## src/hdl/rrts_pkg.sv

```systemverilog
// Shared codes, field widths and stream layout of the round-robin task scheduler.
`default_nettype none
package rrts_pkg;

  localparam int OPCODE_W = 3;
  localparam int ID_W     = 16;
  localparam int RC_W     = 2;
  localparam int MODE_W   = 2;

  localparam int IN_TDATA_W  = 24;
  localparam int OUT_TDATA_W = 40;

  localparam logic [OPCODE_W-1:0] OP_TICK   = 3'd0;
  localparam logic [OPCODE_W-1:0] OP_CREATE = 3'd1;
  localparam logic [OPCODE_W-1:0] OP_PAUSE  = 3'd2;
  localparam logic [OPCODE_W-1:0] OP_RESUME = 3'd3;
  localparam logic [OPCODE_W-1:0] OP_STOP   = 3'd4;

  localparam logic [RC_W-1:0] RC_OK        = 2'd0;
  localparam logic [RC_W-1:0] RC_FULL      = 2'd1;
  localparam logic [RC_W-1:0] RC_SYSTEM    = 2'd2;
  localparam logic [RC_W-1:0] RC_NOT_FOUND = 2'd3;

  localparam logic [MODE_W-1:0] MODE_IDLE   = 2'd0;
  localparam logic [MODE_W-1:0] MODE_ACTIVE = 2'd1;
  localparam logic [MODE_W-1:0] MODE_PAUSED = 2'd2;

endpackage
`default_nettype wire

```

## src/hdl/round_robin_task_scheduler.sv

```systemverilog
// Round-robin task scheduler: slot table in RAM walked by a small sequencer.
// Short path: an unused opcode, a create with a full task count or id 0 goes
//   straight to the result state; the longest request is a stop of the current
//   task (id search, predecessor search and next-task walk, each stepping
//   through ring links). Flow: one request at a time; the next request is
//   taken in the cycle after the result is loaded, and a result still held by
//   a low out_tready holds the sequencer in its last state.
// Reset: rst_n is synchronous, active low; the system task comes up current
//   and active through per-slot valid bits, no clearing pass is needed.
`default_nettype none
module round_robin_task_scheduler #(
  parameter int MAX_TASKS = 8
) (
  input  wire logic                              clk,
  input  wire logic                              rst_n,
  // request channel
  input  wire logic                              in_tvalid,
  output logic                                   in_tready,
  // [2:0] opcode, [18:3] task_id, [23:19] zero
  input  wire logic [rrts_pkg::IN_TDATA_W-1:0]   in_tdata,
  // result channel
  output logic                                   out_tvalid,
  input  wire logic                              out_tready,
  // [1:0] result_code, [17:2] created_id, [33:18] running_id,
  // [34] switch_request, [39:35] zero
  output logic      [rrts_pkg::OUT_TDATA_W-1:0]  out_tdata
);

  localparam int LW = $clog2(MAX_TASKS);
  localparam int CW = $clog2(MAX_TASKS + 1);
  localparam logic [LW-1:0] LAST_SLOT = LW'(MAX_TASKS - 1);
  localparam logic [CW-1:0] MAX_CNT   = CW'(MAX_TASKS);

  // One slot of the task table.
  typedef struct packed {
    logic                          used;
    logic [rrts_pkg::MODE_W-1:0]   mode;
    logic [LW-1:0]                 link;
    logic [rrts_pkg::ID_W-1:0]     ident;
  } slot_t;

  localparam int SLOT_W = $bits(slot_t);
  localparam slot_t SLOT0_RESET = '{used: 1'b1, mode: rrts_pkg::MODE_ACTIVE,
                                    link: '0, ident: '0};

  typedef enum logic [4:0] {
    S_IDLE, S_TICK_RD, S_TICK_CHK, S_WALK_RD, S_WALK_CHK,
    S_FREE_RD, S_FREE_CHK, S_TAIL_RD, S_TAIL_CHK, S_NEW_WR,
    S_FIND_RD, S_FIND_CHK, S_PAUSE_FIN, S_RES_RD, S_RES_CHK, S_RES_ACT,
    S_PRED_RD, S_PRED_CHK, S_STOP_WR, S_DONE
  } state_t;

  // Sequencer state and registered outputs.
  state_t                        state_r, state_nxt;
  logic [rrts_pkg::OPCODE_W-1:0] op_r, op_nxt;
  logic [rrts_pkg::ID_W-1:0]     id_r, id_nxt;
  logic [LW-1:0]                 addr_r, addr_nxt;     // slot under the RAM read port
  logic [CW-1:0]                 steps_r, steps_nxt;   // links followed in this walk
  logic                          fallback_r, fallback_nxt;
  logic [LW-1:0]                 cur_r, cur_nxt;       // current slot
  logic [rrts_pkg::ID_W-1:0]     cur_ident_r, cur_ident_nxt;
  logic [CW-1:0]                 total_r, total_nxt;
  logic [rrts_pkg::ID_W-1:0]     idc_r, idc_nxt;       // next id to hand out
  logic [LW-1:0]                 fnd_r, fnd_nxt;       // slot named by the request
  slot_t                         fnd_ent_r, fnd_ent_nxt;
  logic [LW-1:0]                 free_r, free_nxt;     // slot taken by a create
  logic [rrts_pkg::RC_W-1:0]     rc_r, rc_nxt;
  logic [rrts_pkg::ID_W-1:0]     created_r, created_nxt;
  logic                          sw_r, sw_nxt;
  logic                          out_valid_r, out_valid_nxt;
  logic [rrts_pkg::OUT_TDATA_W-1:0] out_data_r, out_data_nxt;

  // Per-slot valid bits: a slot never written reads as its reset contents.
  logic [MAX_TASKS-1:0]          valid_r;
  logic                          rd_valid_r;
  logic                          rd_zero_r;

  logic                          wr_en;
  logic [LW-1:0]                 wr_addr;
  slot_t                         wr_ent;
  logic [SLOT_W-1:0]             ram_rdata;
  slot_t                         ent;

  logic [rrts_pkg::OPCODE_W-1:0] in_opcode;
  logic [rrts_pkg::ID_W-1:0]     in_task_id;

  assign in_opcode  = in_tdata[2:0];
  assign in_task_id = in_tdata[18:3];

  rrts_ram #(
    .WIDTH (SLOT_W),
    .DEPTH (MAX_TASKS)
  ) u_slot_ram (
    .clk     (clk),
    .wr_en   (wr_en),
    .wr_addr (wr_addr),
    .wr_data (wr_ent),
    .rd_addr (addr_r),
    .rd_data (ram_rdata)
  );

  // Entry read in the previous cycle at addr_r, with the reset view applied.
  always_comb begin
    if (rd_valid_r) begin
      ent = slot_t'(ram_rdata);
    end else if (rd_zero_r) begin
      ent = SLOT0_RESET;
    end else begin
      ent = '0;
    end
  end

  assign in_tready  = (state_r == S_IDLE);
  assign out_tvalid = out_valid_r;
  assign out_tdata  = out_data_r;

  always_comb begin
    state_nxt     = state_r;
    op_nxt        = op_r;
    id_nxt        = id_r;
    addr_nxt      = addr_r;
    steps_nxt     = steps_r;
    fallback_nxt  = fallback_r;
    cur_nxt       = cur_r;
    cur_ident_nxt = cur_ident_r;
    total_nxt     = total_r;
    idc_nxt       = idc_r;
    fnd_nxt       = fnd_r;
    fnd_ent_nxt   = fnd_ent_r;
    free_nxt      = free_r;
    rc_nxt        = rc_r;
    created_nxt   = created_r;
    sw_nxt        = sw_r;
    out_valid_nxt = out_valid_r & ~out_tready;
    out_data_nxt  = out_data_r;
    wr_en         = 1'b0;
    wr_addr       = addr_r;
    wr_ent        = ent;

    unique case (state_r)
      S_IDLE: begin
        if (in_tvalid) begin
          op_nxt      = in_opcode;
          id_nxt      = in_task_id;
          rc_nxt      = rrts_pkg::RC_OK;
          created_nxt = '0;
          sw_nxt      = 1'b0;
          steps_nxt   = '0;
          unique case (in_opcode)
            rrts_pkg::OP_TICK: begin
              addr_nxt  = cur_r;
              state_nxt = S_TICK_RD;
            end
            rrts_pkg::OP_CREATE: begin
              if (total_r >= MAX_CNT) begin
                rc_nxt    = rrts_pkg::RC_FULL;
                state_nxt = S_DONE;
              end else begin
                addr_nxt  = LW'(1);
                state_nxt = S_FREE_RD;
              end
            end
            rrts_pkg::OP_PAUSE, rrts_pkg::OP_RESUME, rrts_pkg::OP_STOP: begin
              if (in_task_id == '0) begin
                rc_nxt    = rrts_pkg::RC_SYSTEM;
                state_nxt = S_DONE;
              end else begin
                addr_nxt  = '0;
                state_nxt = S_FIND_RD;
              end
            end
            default: begin
              state_nxt = S_DONE;
            end
          endcase
        end
      end

      // Tick: idle the current task, then walk from its successor.
      S_TICK_RD: state_nxt = S_TICK_CHK;
      S_TICK_CHK: begin
        wr_en        = 1'b1;
        wr_ent.mode  = rrts_pkg::MODE_IDLE;
        addr_nxt     = ent.link;
        steps_nxt    = '0;
        fallback_nxt = 1'b0;
        state_nxt    = S_WALK_RD;
      end

      // Walk: skip paused tasks, then make the landing slot active and current.
      S_WALK_RD: state_nxt = S_WALK_CHK;
      S_WALK_CHK: begin
        if ((ent.mode == rrts_pkg::MODE_PAUSED) && !fallback_r) begin
          if (steps_r < MAX_CNT) begin
            addr_nxt  = ent.link;
            steps_nxt = steps_r + CW'(1);
          end else begin
            addr_nxt     = '0;
            fallback_nxt = 1'b1;
          end
          state_nxt = S_WALK_RD;
        end else begin
          wr_en         = 1'b1;
          wr_ent.mode   = rrts_pkg::MODE_ACTIVE;
          cur_nxt       = addr_r;
          cur_ident_nxt = ent.ident;
          sw_nxt        = 1'b1;
          state_nxt     = (op_r == rrts_pkg::OP_PAUSE) ? S_PAUSE_FIN : S_DONE;
        end
      end

      // Create: lowest free slot, then the tail of the ring.
      S_FREE_RD: state_nxt = S_FREE_CHK;
      S_FREE_CHK: begin
        if (!ent.used) begin
          free_nxt  = addr_r;
          addr_nxt  = '0;
          steps_nxt = '0;
          state_nxt = S_TAIL_RD;
        end else if (addr_r == LAST_SLOT) begin
          rc_nxt    = rrts_pkg::RC_FULL;
          state_nxt = S_DONE;
        end else begin
          addr_nxt  = addr_r + LW'(1);
          state_nxt = S_FREE_RD;
        end
      end

      S_TAIL_RD: state_nxt = S_TAIL_CHK;
      S_TAIL_CHK: begin
        if ((ent.link != '0) && (steps_r < MAX_CNT)) begin
          addr_nxt  = ent.link;
          steps_nxt = steps_r + CW'(1);
          state_nxt = S_TAIL_RD;
        end else begin
          wr_en       = 1'b1;
          wr_ent.link = free_r;
          state_nxt   = S_NEW_WR;
        end
      end

      S_NEW_WR: begin
        wr_en        = 1'b1;
        wr_addr      = free_r;
        wr_ent.used  = 1'b1;
        wr_ent.mode  = rrts_pkg::MODE_IDLE;
        wr_ent.link  = '0;
        wr_ent.ident = idc_r;
        created_nxt  = idc_r;
        idc_nxt      = idc_r + rrts_pkg::ID_W'(1);
        total_nxt    = total_r + CW'(1);
        state_nxt    = S_DONE;
      end

      // Look up the named task in ring order from slot 0.
      S_FIND_RD: state_nxt = S_FIND_CHK;
      S_FIND_CHK: begin
        if (ent.used && (ent.ident == id_r)) begin
          fnd_nxt     = addr_r;
          fnd_ent_nxt = ent;
          if (addr_r == '0) begin
            rc_nxt    = rrts_pkg::RC_SYSTEM;
            state_nxt = S_DONE;
          end else begin
            unique case (op_r)
              rrts_pkg::OP_PAUSE: begin
                wr_en = 1'b1;
                if (addr_r == cur_r) begin
                  wr_ent.mode  = rrts_pkg::MODE_IDLE;
                  addr_nxt     = ent.link;
                  steps_nxt    = '0;
                  fallback_nxt = 1'b0;
                  state_nxt    = S_WALK_RD;
                end else begin
                  wr_ent.mode = rrts_pkg::MODE_PAUSED;
                  state_nxt   = S_DONE;
                end
              end
              rrts_pkg::OP_RESUME: begin
                addr_nxt  = cur_r;
                state_nxt = S_RES_RD;
              end
              default: begin
                addr_nxt  = '0;
                steps_nxt = '0;
                state_nxt = S_PRED_RD;
              end
            endcase
          end
        end else if (((CW+1)'(steps_r) + (CW+1)'(1)) < (CW+1)'(total_r)) begin
          addr_nxt  = ent.link;
          steps_nxt = steps_r + CW'(1);
          state_nxt = S_FIND_RD;
        end else begin
          rc_nxt    = rrts_pkg::RC_NOT_FOUND;
          state_nxt = S_DONE;
        end
      end

      // Pause of the current task: mark it paused after the walk.
      S_PAUSE_FIN: begin
        wr_en       = 1'b1;
        wr_addr     = fnd_r;
        wr_ent      = fnd_ent_r;
        wr_ent.mode = rrts_pkg::MODE_PAUSED;
        state_nxt   = S_DONE;
      end

      // Resume: idle the current task, then run the named one.
      S_RES_RD: state_nxt = S_RES_CHK;
      S_RES_CHK: begin
        wr_en       = 1'b1;
        wr_ent.mode = rrts_pkg::MODE_IDLE;
        state_nxt   = S_RES_ACT;
      end
      S_RES_ACT: begin
        wr_en         = 1'b1;
        wr_addr       = fnd_r;
        wr_ent        = fnd_ent_r;
        wr_ent.mode   = rrts_pkg::MODE_ACTIVE;
        cur_nxt       = fnd_r;
        cur_ident_nxt = fnd_ent_r.ident;
        sw_nxt        = 1'b1;
        state_nxt     = S_DONE;
      end

      // Stop: relink the predecessor past the slot, then free it.
      S_PRED_RD: state_nxt = S_PRED_CHK;
      S_PRED_CHK: begin
        if (ent.link == fnd_r) begin
          wr_en       = 1'b1;
          wr_ent.link = fnd_ent_r.link;
          state_nxt   = S_STOP_WR;
        end else if (((CW+1)'(steps_r) + (CW+1)'(1)) < (CW+1)'(MAX_CNT)) begin
          addr_nxt  = ent.link;
          steps_nxt = steps_r + CW'(1);
          state_nxt = S_PRED_RD;
        end else begin
          state_nxt = S_STOP_WR;
        end
      end

      S_STOP_WR: begin
        wr_en     = 1'b1;
        wr_addr   = fnd_r;
        wr_ent    = '0;
        total_nxt = total_r - CW'(1);
        if (fnd_r == cur_r) begin
          addr_nxt     = fnd_ent_r.link;
          steps_nxt    = '0;
          fallback_nxt = 1'b0;
          state_nxt    = S_WALK_RD;
        end else begin
          state_nxt = S_DONE;
        end
      end

      // Hold the result until the output register is free.
      S_DONE: begin
        if (!out_valid_r || out_tready) begin
          out_valid_nxt = 1'b1;
          out_data_nxt  = {5'b0, sw_r, cur_ident_r, created_r, rc_r};
          state_nxt     = S_IDLE;
        end
      end

      default: state_nxt = S_IDLE;
    endcase
  end

  always_ff @(posedge clk) begin
    if (!rst_n) begin
      state_r     <= S_IDLE;
      cur_r       <= '0;
      cur_ident_r <= '0;
      total_r     <= CW'(1);
      idc_r       <= rrts_pkg::ID_W'(1);
      out_valid_r <= 1'b0;
      valid_r     <= '0;
    end else begin
      state_r     <= state_nxt;
      cur_r       <= cur_nxt;
      cur_ident_r <= cur_ident_nxt;
      total_r     <= total_nxt;
      idc_r       <= idc_nxt;
      out_valid_r <= out_valid_nxt;
      if (wr_en) begin
        valid_r[wr_addr] <= 1'b1;
      end
    end
    op_r       <= op_nxt;
    id_r       <= id_nxt;
    addr_r     <= addr_nxt;
    steps_r    <= steps_nxt;
    fallback_r <= fallback_nxt;
    fnd_r      <= fnd_nxt;
    fnd_ent_r  <= fnd_ent_nxt;
    free_r     <= free_nxt;
    rc_r       <= rc_nxt;
    created_r  <= created_nxt;
    sw_r       <= sw_nxt;
    out_data_r <= out_data_nxt;
    // Track the reset view alongside the RAM read of addr_r.
    rd_valid_r <= valid_r[addr_r];
    rd_zero_r  <= (addr_r == '0);
  end

endmodule
`default_nettype wire

```

## src/hdl/rrts_ram.sv

```systemverilog
// Generic simple dual-port RAM: one write port, one read port with registered data.
`default_nettype none
module rrts_ram #(
  parameter int WIDTH = 8,
  parameter int DEPTH = 8
) (
  input  wire logic                     clk,
  input  wire logic                     wr_en,
  input  wire logic [$clog2(DEPTH)-1:0] wr_addr,
  input  wire logic [WIDTH-1:0]         wr_data,
  input  wire logic [$clog2(DEPTH)-1:0] rd_addr,
  output logic      [WIDTH-1:0]         rd_data
);

  logic [WIDTH-1:0] mem_r [DEPTH];
  logic [WIDTH-1:0] rd_data_r;

  always_ff @(posedge clk) begin
    if (wr_en) begin
      mem_r[wr_addr] <= wr_data;
    end
    rd_data_r <= mem_r[rd_addr];
  end

  assign rd_data = rd_data_r;

endmodule
`default_nettype wire

```

## config.mk

```make
export PLATFORM = sky130hd
export DESIGN_NAME = round_robin_task_scheduler
export DESIGN_NICKNAME = d
export VERILOG_FILES = /design/src/hdl/rrts_pkg.sv /design/src/hdl/round_robin_task_scheduler.sv /design/src/hdl/rrts_ram.sv
export SDC_FILE = /design/constraint.sdc
export NUM_CORES = 1
export LEC_CHECK = 0
export BUFFER_PORTS_ARGS = -buffer_cell sky130_fd_sc_hd__buf_2
export CORE_MARGIN = 4
export CORE_UTILIZATION = 40
export DETAILED_ROUTE_END_ITERATION = 10
export MAX_ROUTING_LAYER = met4
export PLACE_DENSITY = 0.65
export SYNTH_ARGS = -nofsm -noshare
export SYNTH_HDL_FRONTEND = slang
export SYNTH_SLANG_ARGS = --single-unit
```

## constraint.sdc

```tcl
create_clock -name clk -period 12.2 [get_ports clk]
set_input_delay 1.22 -clock clk [delete_from_list [all_inputs] [get_ports clk]]
set_output_delay 1.22 -clock clk [all_outputs]
set_load 0.03 [all_outputs]
```

# Word-level counts from Yosys, hierarchy flattened

Memories as Yosys holds them, arrays and structs flattened. A register that Yosys moved wholly into a read port is not among the register bits.
Index checks and enable logic that the tools add are counted.

Add/sub/neg operators: 6
Order comparisons: 7
Equality and inequality tests: 58
Mux-type cells: 108
Bitwise operators: 4
Reductions and logical operators: 38

Operators with widths:

| kind                                                                  | number |
|---|---|
| 5-bit case mux with 18 select lines                                   | 1 |
| 5-bit two-way mux                                                     | 13 |
| 16-bit case mux with 2 select lines                                   | 2 |
| 3-bit two-way mux                                                     | 18 |
| 4-bit two-way mux                                                     | 13 |
| 16-bit case mux with 3 select lines                                   | 1 |
| 22-bit two-way mux                                                    | 2 |
| 5-bit by 4-bit equality test with 1-bit output, second input constant | 8 |
| 2-bit inequality test, second input constant                          | 17 |
| 16-bit two-way mux                                                    | 2 |
| 4-bit case mux with 8 select lines                                    | 1 |
| 2-bit two-way mux                                                     | 14 |
| 3-bit inequality test, second input constant                          | 8 |
| 3-bit case mux with 8 select lines                                    | 1 |
| 1-bit two-way mux                                                     | 22 |
| 5-bit by 3-bit equality test with 1-bit output, second input constant | 4 |
| 5-bit equality test, second input constant                            | 4 |
| 3-bit case mux with 2 select lines                                    | 3 |
| 16-bit by 1-bit adder with 16-bit output, second input constant       | 1 |
| 16-bit equality test                                                  | 1 |
| 16-bit zero test                                                      | 1 |
| 4-bit case mux with 2 select lines                                    | 2 |
| 5-bit case mux with 3 select lines                                    | 1 |
| 14-bit AND reduction                                                  | 1 |
| other kinds (51)                                                      | 80 |

Bits in registers: 162
RAM bits: 176
Output and inout bits: 42
Logic and storage cells: 245
Memories kept: 1

Memory list:

| memory           | words | bits a word | rd ports | clocked after memory_dff | write ports | line           | source |
|---|---|---|---|---|---|---|---|
| u_slot_ram.mem_r | 8     | 22          | 1        | 1                        | 1           | rrts_ram.sv:15 | `logic [WIDTH-1:0] mem_r [DEPTH];` |

# Logic depth before layout (Yosys ltp)

Depth after elaboration: 8
Gate-level depth with buffers: 12

# Cells and area by module

From an unflattened synthesis, not the netlist that was laid out.

Cell total of the unflattened synthesis: 1,063
Area, all modules: 15,174.6 µm²

By module, submodules not included:

| module                     | times used | cells an instance | area an instance (µm²) |
|---|---|---|---|
| round_robin_task_scheduler | 1          | 774               | 7,925.1 |
| rrts_ram                   | 1          | 289               | 7,249.5 |

# Least setup slack after synthesis

No wires, ideal clock.

Kind: register to register
Start point: register addr_r[1]
End point: memory u_slot_ram.mem_r[3][0] in the netlist's numbering (enable)
Setup time: 0.457 ns
Data arrival time: 4.631 ns
Data required time: 11.743 ns
Path slack: 7.112 ns
Stages on the path, launching flop included: 12
Buffers on the path: 4
Clock period less this slack: 5.088 ns
Cells stage by stage: edfxtp_1 > clkbuf_1 > buf_1 > clkbuf_1 > inv_1 > ha_1 > nor2b_1 > clkbuf_1 > nor3_1 > inv_1 > o221a_2 > nor4_1

Longest elaborated chain between the ends: 6
Elaborated cells between the ends (all ways): 7

Ends and longest elaborated chain:

| item                                    | line                              | source |
|---|---|---|
| start: declaration                      | round_robin_task_scheduler.sv:57  | `logic [LW-1:0] addr_r, addr_nxt;` |
| start signal: assignment                | round_robin_task_scheduler.sv:393 | `addr_r <= addr_nxt;` |
| 3-bit zero test                         | round_robin_task_scheduler.sv:261 | `if (addr_r == '0) begin` |
| 1-bit two-way mux                       | round_robin_task_scheduler.sv:261 |  |
| 1-bit two-way mux                       | round_robin_task_scheduler.sv:258 | `if (ent.used && (ent.ident == id_r)) begin` |
| 1-bit case mux with 5 select lines      | round_robin_task_scheduler.sv:140 | `unique case (state_r)` |
| 1-bit two-way mux                       | rrts_ram.sv:19                    | `if (wr_en) begin` |
| 1-bit two-way mux (implied by the code) | rrts_ram.sv:20                    | `mem_r[wr_addr] <= wr_data;` |
| end: declaration                        | rrts_ram.sv:15                    |  |

Several ways; a longest one is shown, not always the timed one.

# Worst setup path in the final report

Start point: register state_r[3]
End point: memory u_slot_ram.mem_r[5][16] in the netlist's numbering (enable)

Longest elaborated chain between the ends: 5
Elaborated cells between the ends (all ways): 16

Ends and longest elaborated chain:

| item                                        | line                              | source |
|---|---|---|
| start: declaration                          | round_robin_task_scheduler.sv:54  | `state_t state_r, state_nxt;` |
| start signal: assignment                    | round_robin_task_scheduler.sv:381 | `state_r <= state_nxt;` |
| 5-bit equality test (tied with other cells) | round_robin_task_scheduler.sv:140 |  |
| 6-bit OR reduction (no line)                | n/a                               |  |
| 1-bit case mux with 5 select lines          | round_robin_task_scheduler.sv:140 |  |
| 1-bit two-way mux                           | rrts_ram.sv:19                    |  |
| 1-bit two-way mux (implied by the code)     | rrts_ram.sv:20                    |  |

Several ways; a longest one is shown, not always the timed one.

==> results.sh <==
export IMPL_reg2reg_slack_ns=7.61
export IMPL_fill_cells=3290
export IMPL_syn_area_um2=15200
export IMPL_holdWs_ns=0.417
export IMPL_hold_violations=0
export IMPL_internal_power_mw=2.68
export IMPL_drive_gt1_share_pct=20.4
export IMPL_r2r_end="u_slot_ram.mem_r[5][16]"
export IMPL_timing_final_crit_share_pct=37.6
export IMPL_place_ws_ns=7.61
export IMPL_ctsRootBufferMaster="clkbuf_16"
export IMPL_setup_tns_ns=0
export IMPL_p_sw_mw=1.20
export IMPL_nets=1165
export IMPL_r2r_start="state_r[3]"
export IMPL_cp_required_ns=12.41
export IMPL_ctsHoldBuffers=0
export IMPL_die_w_um=203
export IMPL_path_class="reg2reg"
export IMPL_grt_pass1_wl_mm=53.7
export IMPL_crit_start="state_r[3]"
export IMPL_routabilityCongestion=0.883
export IMPL_synth_edff_count=283
export IMPL_first_global_vias=9043
export IMPL_place_area_um2=16100
export IMPL_rsz0062_at_grt="false"
export IMPL_die_h_um=203
export IMPL_numClockSinks=360
export IMPL_ios=70
export IMPL_route_vias_total=9229
export IMPL_antenna_found_initial=4
export IMPL_slew_violations=0
export IMPL_drc_errors=0
export IMPL_switching_share_pct=30.9
export IMPL_post_cts_buffers=0
export IMPL_drtIter0Drc=830
export IMPL_comb_power_share_pct=25.5
export IMPL_status="finished clean"
export IMPL_synthArstFlopShare_pct=0
export IMPL_syn2layout_area_growth_pct=14.0
export IMPL_post_dp_hpwl_mm=23.3
export IMPL_cp_max_fo=22
export IMPL_drt_wl_total_mm=35.1
export IMPL_cts_tree="yes"
export IMPL_seqPwrFrac_pct=45.0
export IMPL_fmax_mhz=218
export IMPL_place_port_buffers=59
export IMPL_critPathCaptureType="register"
export IMPL_synth_top_flop_cell="edfxtp_1"
export IMPL_hold_class="reg2reg"
export IMPL_cts_path_max_buffers=3
export IMPL_syn_inst=1065
export IMPL_p_leak_nw=6.16
export IMPL_yosysWarningCount=0
export IMPL_core_area_um2=37600
export IMPL_timing_slew_headroom_pct=11.1
export IMPL_overflow=0
export IMPL_die_area_um2=41300
export IMPL_htree_num_levels=2
export IMPL_finalSetupViolCount=0
export IMPL_drtPass1Iterations=5
export IMPL_insertion_delay_ns=0.53
export IMPL_ant_nets=0
export IMPL_clock_skew_ns=0.0134
export IMPL_worst_ep_arrival_time_ns=4.80
export IMPL_peakVddDrop_v=0.0000925
export IMPL_cts_buffers=37
export IMPL_crit_end="u_slot_ram.mem_r[5][16]"
export IMPL_tightest_slew_ns=1.32
export IMPL_cap_violations=0
export IMPL_wl_per_cell_um=21.0
export IMPL_ys_seq_area_share_pct=65.9
export IMPL_finalPower_mw=3.87
export IMPL_core_rowCount=71
export IMPL_powerDensity_nw_per_um2=223
export IMPL_critPathLaunchType="register"
export IMPL_finalWorstSetupSlack_ns=7.61
export IMPL_worstRegToRegCells=8
export IMPL_synth_distinct_cells=73
export IMPL_fin_crit_ns=4.59
export IMPL_track_usage_pct=17.3
export IMPL_final_cell_area_um2=17400
export IMPL_via_per_inst=5.53
export IMPL_synth_avg_cell_area_um2=14.3
export IMPL_clk_pin_slew_ns=0.06
export IMPL_grt_max_degree=56
export IMPL_p_clk_share_pct=29.6
export IMPL_cts_resized=0
export IMPL_start_util_pct=40.5
export IMPL_yosys_register_bits=360
-- flip-flops by register name (all words and copies together) (netlist names), 4 cells and up --
register	flops
steps_r	4
idc_r	16
total_r	4
u_slot_ram.rd_data	22
cur_ident_r	16
created_r	16
out_tdata	35
u_slot_ram.mem_r	176
state_r	5
id_r	16
valid_r	8
fnd_ent_r	20
-- worst min-delay path by stage --
stage                     cells past startpoint       endpoint    startpoint  slack, ns
after floorplan                               0   out_tdata[0]       rc_r[0]       0.40
after global placement                        0  out_tdata[11]  created_r[9]       0.40
after detailed placement                      0  out_tdata[10]  created_r[8]       0.40
after CTS                                     0  out_tdata[10]  created_r[8]       0.42
after global routing                          0   out_tdata[4]  created_r[2]       0.42
final                                         0  out_tdata[10]  created_r[8]       0.42
-- cell usage in the layout, fill, tap and decap left out, types with 5 or more instances in the layout --
cell,netlist,layout
a21oi_1,21,21
ha_1,10,10
a221o_1,19,19
nand4_1,6,6
mux4_2,46,46
or3_1,6,6
nand3_1,17,17
o211a_1,24,24
edfxtp_1,283,283
a211oi_1,7,7
and2_1,14,14
a22oi_1,7,7
and3_1,20,20
inv_1,41,41
clkbuf_16,0,37
nor3_2,1,8
buf_2,10,59
o31ai_1,9,9
dfxtp_1,77,77
nand2_1,86,86
o21ai_0,27,27
a21boi_0,5,5
nor4_1,7,5
a2111oi_0,5,5
xnor2_1,17,17
nor2_1,50,49
nor3_1,23,16
nand2b_1,12,12
xor2_1,14,14
buf_4,6,23
o211ai_1,21,21
clkinv_2,0,6
conb_1,1,5
nand4b_1,5,5
o22ai_1,10,10
nor2b_1,27,27
mux2_2,24,24
-- logic make-up after synthesis --
family | count (synthesis) | share of synthesized area [%]
DFF | 360 | 65.9
and+or+nand+nor | 290 | 9.69
AOI/OAI and AO/OA | 194 | 9.89
buffers and inverters | 106 | 3.02
muxes | 72 | 8.71
xor gates and xnor gates | 31 | 1.78
adders and majority gates | 11 | 0.953
other | 1 | 0.0246
-- area by class of cell --
cell class | instances | area [um2] | share of cell area, %
Tap cell | 511 | 639 | 3.68
Multi-Input combinational cell | 603 | 4790 | 27.6
Inverter | 42 | 163 | 0.937
Clock inverter | 24 | 259 | 1.49
Sequential cell | 360 | 10000 | 57.8
Clock buffer | 43 | 988 | 5.69
Timing Repair Buffer | 82 | 468 | 2.70
Antenna cell | 3 | 7.51 | 0.0432
-- worst max-delay path, cell delays in order (launching register included) --
cell and delay, ns:
dfxtp_1 0.82, and2b_1 0.38, and4_1 0.88, nor3_2 0.08
buf_4 0.25, a221oi_2 0.50, nand2_1 0.18, nor3_2 0.76
buf_4 0.40
-- through the flow --
step,utilization (%),cells
2_1_floorplan,-,1069
3_3_place_gp,42.9,1598
3_5_place_dp,42.9,1598
4_1_cts,46.2,1665
5_1_grt,46.2,1668
6_report,46.2,1668
-- layer usage --
metal / share of wire (%) / global-route usage [%]
met1: 45 / 24.0
met3: 6.3 / 2.92
met2: 46 / 26.8
met4: 2.3 / 4.63
met5: 0 / -
-- power by group through the flow --
| stage | Sequential (mW) | Combinational [mW] | Clock [mW] |
|---|---|---|---|
| after CTS | 1.74 | 0.993 | 1.17 |
| after floorplan | 1.70 | 0.756 | 0 |
| after detailed placement | 1.77 | 0.987 | 0 |
| final | 1.74 | 0.986 | 1.14 |
| after global placement | 1.76 | 0.971 | 0 |
| after global routing | 1.77 | 1.08 | 1.22 |
-- cells in the mapped netlist (9+ instances only) --
master | count | area share, %
mux4_2 | 46 | 6.8
o211a_1 | 24 | 1.6
xor2_1 | 14 | 0.81
mux2_2 | 24 | 1.8
buf_2 | 10 | 0.33
nor2_1 | 50 | 1.2
o211ai_1 | 21 | 1.0
and3_1 | 20 | 0.82
nor2b_1 | 27 | 1.1
a21oi_1 | 21 | 0.69
nor3_1 | 23 | 0.76
nand2_1 | 86 | 2.1
o21ai_0 | 27 | 0.89
o22ai_1 | 10 | 0.41
edfxtp_1 | 283 | 56
buf_1 | 10 | 0.25
and2_1 | 14 | 0.58
xnor2_1 | 17 | 0.98
a221o_1 | 19 | 1.2
inv_1 | 41 | 1.0
clkbuf_1 | 35 | 0.86
dfxtp_1 | 77 | 10
o31ai_1 | 9 | 0.44
nand3_1 | 17 | 0.56
ha_1 | 10 | 0.82
nand2b_1 | 12 | 0.49
Power figures use the tool's default switching activity.
